[config.mk]
export PLATFORM = sky130hd
export DESIGN_NAME = swerm_ctrl
export DESIGN_NICKNAME = d
export VERILOG_FILES = /design/src/rtl/core/swerm_pkg.sv /design/src/rtl/core/swerm_ctrl.sv
export SDC_FILE = /design/constraint.sdc
export NUM_CORES = 1
export LEC_CHECK = 0
export BUFFER_PORTS_ARGS = -buffer_cell sky130_fd_sc_hd__buf_2
export CAP_MARGIN = 20
export CORE_MARGIN = 3
export CORE_UTILIZATION = 42
export DETAILED_ROUTE_END_ITERATION = 7
export GPL_ROUTABILITY_DRIVEN = 0
export GPL_TIMING_DRIVEN = 1
export PLACE_DENSITY = 0.69
export SYNTH_ARGS = -nofsm -noshare
export SYNTH_HDL_FRONTEND = slang
export SYNTH_SLANG_ARGS = --single-unit
[constraint.sdc]
create_clock -name clk -period 1.1 [get_ports clk]
set_input_delay 0 -clock clk [delete_from_list [all_inputs] [get_ports clk]]
set_output_delay 0 -clock clk [all_outputs]
set_load 0.005 [all_outputs]
[src/rtl/core/swerm_pkg.sv]
// Shared types and constants for the sliding window event rate monitor.
package swerm_pkg;
  localparam int unsigned RingDepthDefault = 16384;
  localparam int unsigned ThrW = 15;
  localparam int unsigned WinW = 34;
  localparam int unsigned StampW = 64;
  localparam int unsigned SrcW = 32;
  localparam int unsigned CfgAddrW = 1;
  localparam int unsigned CfgDataW = 34;
  localparam logic [CfgAddrW-1:0] CFG_LOW_THRESHOLD = 1'b0;
  localparam logic [CfgAddrW-1:0] CFG_WINDOW_LENGTH = 1'b1;
  localparam logic CMD_EVENT = 1'b0;
  localparam logic CMD_TICK = 1'b1;
  localparam logic [ThrW-1:0] LowThresholdReset = 15'd500;
  localparam logic [WinW-1:0] WindowLengthReset = 34'd50000000;

  typedef struct packed {
    logic             cmd;
    logic [SrcW-1:0]  source_id;
    logic             high_flag;
    logic [StampW-1:0] stamp;
  } in_item_t;

  typedef struct packed {
    logic              accepted;
    logic              high_alarm;
    logic              low_alarm;
    logic [ThrW-1:0]   window_count;
    logic              deadline_valid;
    logic [StampW-1:0] next_deadline;
  } out_item_t;

  // Operations the controller asks of the datapath.
  typedef enum logic [3:0] {
    OP_NONE,
    OP_LOAD,      // capture item, compute lock/match
    OP_RD_HEAD,   // issue read of ring head
    OP_EVICT,     // test head entry, pop if expired
    OP_PUSH,      // write stamp, update flags
    OP_PLAN_PRE,  // evaluate first-window condition
    OP_RD_CRIT,   // issue read of critical entry
    OP_SET_DL,    // deadline from critical entry
    OP_CHECK,     // low bound check on tick
    OP_OUT        // load result register
  } dp_op_t;

  typedef struct packed {
    dp_op_t op;
    logic   clr_deadline;
  } dp_cmd_t;

  typedef struct packed {
    logic is_tick;
    logic matched;      // event from watched source
    logic tick_due;     // tick at or past the deadline
    logic ring_empty;
    logic expired;      // head entry older than the window
    logic plan_none;    // no source lock or no first stamp
    logic in_first;     // still inside the first window
    logic below_thr;
  } dp_sts_t;
endpackage

[src/rtl/core/swerm_ctrl.sv]
// Controller: sequences eviction, push, low check and deadline planning.
module swerm_ctrl (
  input  logic               clk,
  input  logic               rst_n,
  input  logic               in_valid,
  output logic               in_ready,
  output logic               out_valid,
  input  logic               out_ready,
  input  swerm_pkg::dp_sts_t sts,
  output swerm_pkg::dp_cmd_t cmd
);
  import swerm_pkg::*;
  typedef enum logic [3:0] {
    S_IDLE, S_DISPATCH, S_EV_RD, S_EV_TEST, S_PUSH, S_CHECK,
    S_PLAN, S_PL_RD, S_PL_TEST, S_CRIT_RD, S_CRIT_WAIT, S_CRIT_SET, S_OUT
  } state_t;

  state_t state_r, state_nxt;
  logic   valid_r, valid_nxt;
  logic   planning_r, planning_nxt; // eviction belongs to planning pass

  // Accept whenever idle; a waiting result stays in its own register.
  assign in_ready = (state_r == S_IDLE);
  assign out_valid = valid_r;

  always_comb begin
    state_nxt = state_r;
    valid_nxt = valid_r;
    planning_nxt = planning_r;
    cmd = '{op: OP_NONE, clr_deadline: 1'b0};
    if (valid_r && out_ready) valid_nxt = 1'b0;
    case (state_r)
      S_IDLE: begin
        if (in_valid && in_ready) begin
          cmd.op = OP_LOAD;
          state_nxt = S_DISPATCH;
        end
      end
      S_DISPATCH: begin
        planning_nxt = 1'b0;
        if (sts.is_tick) state_nxt = sts.tick_due ? S_EV_RD : S_OUT;
        else state_nxt = sts.matched ? S_EV_RD : S_OUT;
      end
      S_EV_RD: state_nxt = S_EV_TEST;
      S_EV_TEST: begin
        if (!sts.ring_empty && sts.expired) begin
          cmd.op = OP_EVICT;
          state_nxt = S_EV_RD;
        end else if (planning_r) state_nxt = S_CRIT_RD;
        else if (sts.is_tick) state_nxt = S_CHECK;
        else state_nxt = S_PUSH;
      end
      S_PUSH: begin
        cmd.op = OP_PUSH;
        state_nxt = S_PLAN;
      end
      S_CHECK: begin
        cmd.op = OP_CHECK;
        state_nxt = S_PLAN;
      end
      S_PLAN: begin
        cmd.op = OP_PLAN_PRE;
        if (sts.plan_none || sts.in_first) state_nxt = S_OUT;
        else begin
          planning_nxt = 1'b1;
          state_nxt = S_EV_RD;
        end
      end
      S_CRIT_RD: begin
        if (sts.below_thr) begin
          cmd.op = OP_SET_DL;
          cmd.clr_deadline = 1'b1;
          state_nxt = S_OUT;
        end else begin
          cmd.op = OP_RD_CRIT;
          state_nxt = S_CRIT_WAIT;
        end
      end
      S_CRIT_WAIT: begin
        cmd.op = OP_RD_CRIT;
        state_nxt = S_CRIT_SET;
      end
      S_CRIT_SET: begin
        cmd.op = OP_SET_DL;
        state_nxt = S_OUT;
      end
      S_OUT: begin
        if (!valid_r || out_ready) begin
          cmd.op = OP_OUT;
          valid_nxt = 1'b1;
          state_nxt = S_IDLE;
        end
      end
      default: state_nxt = S_IDLE;
    endcase
  end

  always_ff @(posedge clk) begin
    if (!rst_n) begin
      state_r <= S_IDLE; valid_r <= 1'b0; planning_r <= 1'b0;
    end else begin
      state_r <= state_nxt; valid_r <= valid_nxt; planning_r <= planning_nxt;
    end
  end
endmodule

==> results of run 1 <==
==> cells by family after synthesis <==
logic type / count (synthesis) / share of synthesized area
AO/OA/AOI/OAI: 20 / 0.255
buffers and inverters: 8 / 0.0991
AND/OR/NAND/NOR: 33 / 0.412
flip-flops: 6 / 0.216
multiplexers: 1 / 0.0180
==> what timing repair did <==
item	CTS	global route
setup endpoints to repair	11	11
hold buffers	0	0
gates resized for setup	15	13
setup buffers	6	1
pin swaps	7	6
==> cell usage after synthesis, types with 2 or more instances <==
library cell / number / area (um^2)
a21oi_1: 2 / 10.0
a41oi_1: 3 / 26.3
nand2_1: 2 / 7.51
o21ai_0: 3 / 15.0
nand2b_1: 6 / 37.5
and3b_1: 2 / 17.5
a31oi_1: 3 / 18.8
buf_2: 2 / 10.0
nor3_1: 2 / 10.0
buf_6: 3 / 33.8
dfxtp_1: 6 / 120
nand3_1: 3 / 15.0
nor2_1: 4 / 15.0
or3_1: 2 / 12.5
==> worst min-delay path, delay by kind of cell <==
kind | cells | cell delay [ns]
and+or+nand+nor | 2 | 0.11
AOI/OAI and AO/OA | 1 | 0.10
buffers and inverters | 1 | 0.08
==> per-layer routing <==
metal / global-route usage / up-vias / wire length, um
li1: - / 343 / -
met1: 0.229 / 325 / 812
met2: 0.374 / 35 / 1030
met3: 0.0300 / 6 / 99
met4: 0.118 / 0 / 42
met5: 0 / - / 0
==> stage by stage <==
stage	area, um^2	setup TNS [ns]	utilization	power [uW]
2_1_floorplan	573	-0.0288	-	1050
3_3_place_gp	761	-0.413	0.650	1470
3_5_place_dp	761	-0.562	0.650	1500
4_1_cts	888	-1.48	0.759	2030
5_1_grt	948	-2.12	0.810	2400
6_report	948	-1.67	0.810	2270
==> sequential cells by signal (all words and copies together) (netlist names) <==
| register | cells |
|---|---|
| state_r | 4 |
| planning_r | 1 |
| out_valid | 1 |
==> worst max-delay path by stage <==
stage | from | slack [ns] | endpoint | cells past startpoint
global placement | state_r[2] | -0.08 | state_r[3] | 3
global route | state_r[2] | -0.39 | cmd[1] | 5
finish | state_r[2] | -0.34 | cmd[1] | 5
floorplan | state_r[3] | -0.03 | state_r[1] | 4
detailed placement | state_r[2] | -0.13 | state_r[2] | 4
CTS | state_r[0] | -0.27 | cmd[4] | 4
==> power by group through the flow <==
stage | Sequential, uW | Combinational [uW] | Clock [uW]
after floorplan | 329 | 723 | 0
after global routing | 463 | 1700 | 230
after global placement | 399 | 1070 | 0
after CTS | 411 | 1410 | 209
final | 451 | 1610 | 206
after detailed placement | 404 | 1090 | 0
==> area by class of cell <==
type                       count  area, um^2  share of cell area
multi-input combinational     54         448               0.472
sequential                     6         135               0.142
tap                           14        17.5              0.0185
timing repair buffer          43         315               0.332
inverter                       2        10.0              0.0106
clock buffer                   3        22.5              0.0237
==> reports/metrics.yaml, run 1 <==
detailed_routing:
  num_vias: 709
  drt_iter0_markers: 14
  ant_nets: 0
  wl_per_cell_um: 16.3
  routed_via_density: 5.81
  drc: 0
  drt-total-wl_mm: 1.99
  drtPass1Iterations: 4
power:
  power_density_mw_per_mm2: 2390
  seqPwrFrac: 0.198
  p_sw_uw: 897
  swShare: 0.395
  internal_power_uw: 1370
  irDropWorstVdd_uv: 1180
  p_clk_frac: 0.091
  leakage_uw: 0.000430
  pwr-share-comb: 0.711
finish:
  antenna_cells: 0
  area_growth_pct: 70.7
  final_cell_mix: "buf_2 (18), buf_4 (15), buf_6 (10)"
  fillers: 74
  fin_cells: 122
  nets: 122
  final_common_cell: "buf_2"
  layout-drive-gt1-share: 0.611
synth:
  ys_warn_count: 0
  syn_area_um2: 556
  syn_inst: 68
  synth.avg_cell_area_um2: 8.17
  ys.flop_type: "dfxtp_1"
  synth-edff-count: 0
  syn-num-nets: 80
  ys_seq_area_frac: 0.216
  ys_async_sr_fraction: 0
  ys_types: 39
  synth-seq-cells: 6
cts:
  cts_num_sinks: 6
  htree_levels: 1
  cts_made_buffers: 3
  clock_latency_ns: 0.25
  clock_path_buffers: 2
  cts_tree: "built"
  root_buffer: "clkbuf_4"
  clk_pin_slew_ns: 0.05
timing:
  drv_slew: 0
  finalHoldViolCount: 0
  layout_setup_ws_ns: -0.340
  whs_ns: 0.0944
  tightest_slew_ns: 0.292
  clock_skew_ns: 0.00779
  rsz0062_at_grt: "yes"
  setup_viol: 10
  period_share: 1.31
  timing.fmax_mhz: 695
  min_period_ns: 1.44
  relSlewSlack: 0.804
run_status:
  status: "finished, violations left"
  violations: "setup timing"
critical_path:
  cpPeakStageDelay_ns: 0.39
  path_cells: "buf_6 > and3b_1 > a31oi_1 > o2111ai_1 > buf_2"
  cp_num_buf_inv: 2
  cpMaxStageDelayCell: "dfxtp_4"
  r2r_slack_ns: -0.17
  cpLargestDelayFamily: "flip-flops"
  cp_data_required_time_ns: 1.10
  setup.worst_path.start_class: "register"
  cp.arrival_ns: 1.44
  worstRegToRegCells: 4
  critical_path_class: "reg -> out"
  worstReg2RegEnd: "state_r[1]"
  reg2reg_from: "state_r[3]"
  path_max_fanout: 8
  endpoint_kind: "output port"
floorplanning:
  die_h_um: 42.4
  die_x_um: 42.4
  dieArea_mm2: 0.00180
  pin_count: 19
  fp.coreArea_mm2: 0.00117
  std_cell_rows: 12
  start_util: 0.474
grt:
  grt_pass1_vias: 688
  grt_pass1_wl_mm: 2.85
  grt_start_max_net_pins: 9
  grt_antenna_before_repair: 0
  overflow: 0
  grtUsageTotal: 0.209
place:
  io_buffers: 18
  dp_slack_ns: -0.133
  dpl.cell_count: 112
  hpwl_mm: 1.23
min_path:
  hp-class: "in -> reg"
  hold_path_startpoint: "sts[2]"
  hold_end: "state_r[1]"
  holdPathStages: 4
flow_run:
  maxCapViolCount: 0
Note: power is estimated with default switching activity, not from simulation.
==> run 2: changes to the inputs <==
- SETUP_SLACK_MARGIN: not set -> 0.4
- SLEW_MARGIN: not set -> 20
==> run 2 against run 1 <==
  * The run still ends with setup timing left
  * Clock power grew 2%
  * Core utilization increased by 15 points
  * Design area increased by 19%
  * Worst setup slack gained 0.040 ns
  * Sequential share of layout area down 2.2 points
  * Cell count up 7.4%
  * Combinational power is 38% higher
  * Clock-buffer cell count unchanged
  * Critical path type unchanged
  * First-iteration DRC count grew to 4.7 times the previous value
==> reports/metrics.yaml, run 2 (same netlist as run 1, synthesis figures left out) <==
run_status:
  status: "finished, violations left"  # unchanged
  violations: "setup timing"  # unchanged
timing:
  timing.fmax_mhz: 715  # was 695 MHz
  clock_skew_ns: 0.0156  # was 0.00779 ns
  finalHoldViolCount: 0  # unchanged
  rsz0062_at_grt: "yes"  # unchanged
  setup_viol: 11  # was 10
  drv_slew: 0  # unchanged
  period_share: 1.27  # was 1.31
  whs_ns: 0.0903  # was 0.0944 ns
  min_period_ns: 1.40  # was 1.44 ns
  relSlewSlack: 0.779  # was 0.804
  tightest_slew_ns: 0.329  # was 0.292 ns
  layout_setup_ws_ns: -0.299  # was -0.340 ns
finish:
  nets: 131  # was 122
  layout-drive-gt1-share: 0.752  # was 0.611
  final_common_cell: "buf_4"  # was buf_2
  multi_input_area_um2: 547  # was 448 um^2
  fillers: 25  # was 74
  fin_cells: 131  # was 122
  antenna_cells: 0  # unchanged
  regArea_um2: 136  # was 135 um^2
  regMostFlops: "state_r"  # unchanged
  final_cell_mix: "buf_4 (22), buf_2 (17), buf_6 (13)"  # was buf_2 (18), buf_4 (15), buf_6 (10)
  largest_reg_flops: 4  # unchanged
  area_growth_pct: 103  # was 70.7%
min_path:
  hold_path_startpoint: "rst_n"  # was sts[2]
  holdPathStages: 3  # was 4
  hp-class: "in -> reg"  # unchanged
  hold_end: "state_r[3]"  # was state_r[1]
detailed_routing:
  num_vias: 850  # was 709
  ant_nets: 0  # unchanged
  drt-total-wl_mm: 3.11  # was 1.99 mm
  routed_via_density: 6.49  # was 5.81
  routed-wl-met3_um: 258  # was 99 um
  met2_length_mm: 1.45  # was 1.03 mm
  top_layer_used: "met4"  # unchanged
  drtPass1Iterations: 4  # unchanged
  wl_met1_mm: 1.23  # was 812 um
  drc: 0  # unchanged
  drt_iter0_markers: 66  # was 14
  wl_per_cell_um: 23.7  # was 16.3 um
critical_path:
  worstRegToRegCells: 5  # was 4
  worstReg2RegEnd: "state_r[1]"  # unchanged
  cpMaxStageDelayCell: "dfxtp_4"  # unchanged
  cpLargestDelayFamily: "flip-flops"  # unchanged
  endpoint_kind: "output port"  # unchanged
  cp_num_buf_inv: 2  # unchanged
  reg2reg_from: "state_r[0]"  # was state_r[3]
  cp_data_required_time_ns: 1.10  # about the same
  path_max_fanout: 6  # was 8
  r2r_slack_ns: -0.27  # was -0.17 ns
  setup.worst_path.start_class: "register"  # unchanged
  critical_path_class: "reg -> out"  # unchanged
  cpPeakStageDelay_ns: 0.38  # was 0.39 ns
  path_cells: "buf_6 > or3_4 > a21oi_2 > buf_2"  # was buf_6 > and3b_1 > a31oi_1 > o2111ai_1 > buf_2
  cp.arrival_ns: 1.40  # was 1.44 ns
cts:
  clk_pin_slew_ns: 0.05  # about the same
  hold_buffers: 0  # unchanged
  root_buffer: "clkbuf_4"  # unchanged
  cts_tree: "built"  # unchanged
  cts_made_buffers: 3  # unchanged
  clock_latency_ns: 0.26  # was 0.25 ns
  htree_levels: 1  # unchanged
  clock_path_buffers: 2  # unchanged
  cts_num_sinks: 6  # unchanged
power:
  p_clk_frac: 0.073  # was 0.091
  p_sw_uw: 1180  # was 897 uW
  swShare: 0.410  # was 0.395
  irDropWorstVdd_uv: 1940  # was 1180 uV
  power_density_mw_per_mm2: 2560  # was 2390 mW/mm^2
  seqPwrFrac: 0.159  # was 0.198
  internal_power_uw: 1700  # was 1370 uW
  pwr-share-comb: 0.768  # was 0.711
  leakage_uw: 0.000493  # was 0.000430 uW
grt:
  grtUsageTotal: 0.281  # was 0.209
  grt_pass1_vias: 817  # was 688
  grt_antenna_before_repair: 0  # unchanged
  grt_pass1_wl_mm: 3.87  # was 2.85 mm
  grt_start_max_net_pins: 11  # was 9
  overflow: 0  # unchanged
place:
  io_buffers: 18  # unchanged
  dp_slack_ns: -0.180  # was -0.133 ns
  dpl.cell_count: 110  # was 112
  hpwl_mm: 1.16  # was 1.23 mm
floorplanning:
  std_cell_rows: 12  # unchanged
  start_util: 0.474  # unchanged
  fp.coreArea_mm2: 0.00117  # unchanged
  pin_count: 19  # unchanged
  dieArea_mm2: 0.00180  # unchanged
  die_h_um: 42.4  # unchanged
  die_x_um: 42.4  # unchanged
flow_run:
  maxCapViolCount: 0  # unchanged
==> run 2: cell types whose count changed in the layout (fill, tap and decap cells not counted), sizes merged <==
| cell | delta |
|---|---|
| buf | +9 |
==> run 2: worst max-delay path by stage <==
stage          depth (start not counted)        from  slack [ns]    endpoint
5_1_grt                                5  state_r[0]       -0.37      cmd[1]
2_1_floorplan                          4  state_r[3]       -0.03  state_r[1]
3_3_place_gp                           4  state_r[1]       -0.13  state_r[1]
6_report                               4  state_r[0]       -0.30      cmd[4]
4_1_cts                                4  state_r[3]       -0.24      cmd[4]
3_5_place_dp                           4  state_r[2]       -0.18  state_r[2]
==> run 2: power groups by stage <==
| stage | registers [uW] | logic [uW] | clock network (uW) |
|---|---|---|---|
| 6_report | 459 | 2220 | 211 |
| 5_1_grt | 460 | 2320 | 232 |
| 4_1_cts | 438 | 1630 | 208 |
| 3_5_place_dp | 425 | 1070 | 0 |
| 3_3_place_gp | 422 | 1060 | 0 |
| 2_1_floorplan | 329 | 745 | 0 |
==> run 2: final cells by class <==
class	instances	area share
Multi-Input combinational cell	54	0.485
Sequential cell	6	0.121
Tap cell	14	0.0155
Timing Repair Buffer	52	0.352
Inverter	2	0.00666
Clock buffer	3	0.0200
==> run 2: tightest hold or removal path, delay by kind of cell <==
kind            cells  cell delay (ns)
buf+inv             2             0.23
compound gates      1             0.05
==> run 2: metrics by stage <==
| stage | power (uW) | TNS, ns | utilization | cell area (um^2) |
|---|---|---|---|---|
| floorplan | 1070 | -0.0363 | - | 587 |
| detailed placement | 1500 | -0.945 | 0.646 | 757 |
| global placement | 1490 | -0.811 | 0.646 | 757 |
| global route | 3010 | -3.04 | 0.963 | 1130 |
| CTS | 2280 | -1.77 | 0.854 | 1000 |
| finish | 2890 | -2.61 | 0.963 | 1130 |
==> run 2: per-layer routing <==
layer | track usage | up-vias
met2 | 0.477 | 66
met1 | 0.349 | 397
met5 | 0 | -
met4 | 0.0932 | 0
li1 | - | 361
met3 | 0.0558 | 26
==> run 2: repair_timing <==
item                                    4_1_cts  5_1_grt
buffers inserted                             15        3
pin swaps                                    14       11
resized for setup                            28       20
endpoints found under the setup margin       13       13
==> run 3: changes to the inputs <==
- CAP_MARGIN: 20 -> 40
- CORE_AREA: not set -> 3 3 40 42
- CORE_MARGIN: 3 -> not set
- CORE_UTILIZATION: 42 -> not set
- DIE_AREA: not set -> 0 0 43 45
- PLACE_DENSITY: 0.69 -> 0.66
- clock period: 1.1 -> 1.7 ns (I/O delays scaled with it)
==> run 3 against run 2 <==
  * The run now ends clean
  * Via count fell by 23%
  * Clock-buffer cell count did not move
  * Clock skew fell by 0.014 ns
  * Non-clock buffer count fell by 22
  * Core utilization fell by 31 points
  * Flip-flop and latch count did not move
  * Global-route usage fell by 10 points
  * Critical path type unchanged
  * Critical endpoint is now cmd[1]
==> reports/metrics.yaml, run 3 (same netlist as run 1, synthesis figures left out) <==
timing:
  tightest_slew_ns: 0.264  # was 0.329 ns
  period_share: 0.805
  min_period_ns: 1.37
  timing.fmax_mhz: 731
  setup_viol: 0  # was 11
  fin_setup_tns_ns: 0  # was -2.61 ns
  finalHoldViolCount: 0  # unchanged
  drv_slew: 0  # unchanged
  layout_setup_ws_ns: 0.332  # was -0.299 ns
  relSlewSlack: 0.823  # was 0.779
  rsz0062_at_grt: "yes"  # unchanged
  clock_skew_ns: 0.00118  # was 0.0156 ns
grt:
  grt_start_max_net_pins: 15  # was 11
  grt_pass1_wl_mm: 2.55  # was 3.87 mm
  grt_pass1_vias: 622  # was 817
  grtUsageTotal: 0.179  # was 0.281
  grt_antenna_before_repair: 0  # unchanged
  overflow: 0  # unchanged
floorplanning:
  pin_count: 19  # unchanged
  dieArea_mm2: 0.00194  # was 0.00180 mm^2
  std_cell_rows: 13  # was 12
  die_x_um: 43  # was 42.4 um
  die_h_um: 45  # was 42.4 um
  fp.coreArea_mm2: 0.00128  # was 0.00117 mm^2
  start_util: 0.432  # was 0.474
power:
  internal_power_uw: 754  # was 1700 uW
  power.total_uw: 1260  # was 2890 uW
  leakage_uw: 0.000354  # was 0.000493 uW
  swShare: 0.403  # was 0.410
  seqPwrFrac: 0.225  # was 0.159
  p_clk_frac: 0.104  # was 0.073
  power_density_mw_per_mm2: 1500  # was 2560 mW/mm^2
  pwr-share-comb: 0.671  # was 0.768
  p_sw_uw: 509  # was 1180 uW
  irDropWorstVdd_uv: 604  # was 1940 uV
min_path:
  hp-class: "in -> reg"  # unchanged
critical_path:
  path_max_fanout: 8  # was 6
  cp.arrival_ns: 1.37  # was 1.40 ns
  critical_path_class: "reg -> out"  # unchanged
  setup.worst_path.start_class: "register"  # unchanged
  endpoint_kind: "output port"  # unchanged
  cp_data_required_time_ns: 1.70  # was 1.10 ns
flow_run:
  maxCapViolCount: 0  # unchanged
detailed_routing:
  wl_per_cell_um: 15.6  # was 23.7 um
  ant_nets: 0  # unchanged
  drt_iter0_markers: 6  # was 66
  num_vias: 658  # was 850
  routed_via_density: 5.98  # was 6.49
  drtPass1Iterations: 4  # unchanged
  drt-total-wl_mm: 1.72  # was 3.11 mm
  drc: 0  # unchanged
finish:
  nets: 109  # was 131
  final_cell_mix: "buf_2 (19), buf_4 (6), nand2b_1 (5)"  # was buf_4 (22), buf_2 (17), buf_6 (13)
  final_common_cell: "buf_2"  # was buf_4
  fin_area_um2: 841  # was 0.00113 mm^2
  regMostFlops: "state_r"  # unchanged
  largest_reg_flops: 4  # unchanged
  layout-drive-gt1-share: 0.568  # was 0.752
  antenna_cells: 0  # unchanged
  area_growth_pct: 51.4  # was 103%
place:
  placed_cell_area_um2: 632  # was 757 um^2
  io_buffers: 18  # unchanged
  hpwl_um: 995  # was 1.16 mm
  dp_slack_ns: 0.284  # was -0.180 ns
cts:
  cts_num_sinks: 6  # unchanged
  cts_tree: "built"  # unchanged
  clk_pin_slew_ns: 0.04  # was 0.05 ns
  clock_path_buffers: 2  # unchanged
  root_buffer: "clkbuf_4"  # unchanged
  cts_made_buffers: 3  # unchanged
  clock_latency_ns: 0.24  # was 0.26 ns
  htree_levels: 1  # unchanged
run_status:
  status: "finished clean"  # was finished, violations left
[run 3: path summary, 6_finish.rpt]
| kind | slack [ns] | to | startpoint | cells past startpoint |
|---|---|---|---|---|
| max | 0.33 | cmd[1] | state_r[3] | 4 |
| min reg2reg | 0.55 | state_r[3] | planning_r | 2 |
| min | 0.05 | state_r[3] | rst_n | 3 |
| max reg2reg | 0.42 | state_r[1] | state_r[0] | 4 |
[run 3: what timing repair did]
item	4_1_cts	5_1_grt
pin swaps	3	3
setup buffers	7	3
hold buffers	0	0
endpoints found under the setup margin	10	7
gates resized for setup	14	12
[run 3: area by class of cell]
class                           count  area, um^2
Multi-Input combinational cell     54         452
Tap cell                           15        18.8
Timing Repair Buffer               30         205
Sequential cell                     6         135
Inverter                            2        7.51
Clock buffer                        3        22.5
Fill cell                         115         444
[run 3: worst max-delay path: stages, from the launching register on]
cell and delay, ns:
dfxtp_4 0.40, and4bb_2 0.28, nand2b_1 0.17, o2111ai_1 0.13, buf_2 0.15
[run 3: power by group through the flow]
stage / registers (uW) / logic [uW] / clock network (uW)
6_report: 284 / 847 / 131
3_3_place_gp: 303 / 444 / 0
3_5_place_dp: 308 / 447 / 0
4_1_cts: 293 / 622 / 139
2_1_floorplan: 209 / 448 / 0
5_1_grt: 290 / 913 / 152
[run 3: metrics by stage]
| step | hold WS [ns] | util | cells |
|---|---|---|---|
| floorplan | 0.102 | - | 68 |
| global placement | 0.309 | 0.492 | 97 |
| detailed placement | 0.309 | 0.492 | 97 |
| CTS | 0.0468 | 0.582 | 107 |
| global route | 0.0587 | 0.654 | 110 |
| finish | 0.0511 | 0.654 | 110 |
[run 3: layer usage]
layer | part of all wire | track usage | wire, um | vias to the layer above
met5 | 0 | 0 | 0 | -
met4 | 0.033 | 0.133 | 57 | 0
met3 | 0.056 | 0.0438 | 97 | 6
met2 | 0.49 | 0.305 | 847 | 26
met1 | 0.42 | 0.194 | 718 | 310
li1 | - | - | - | 316
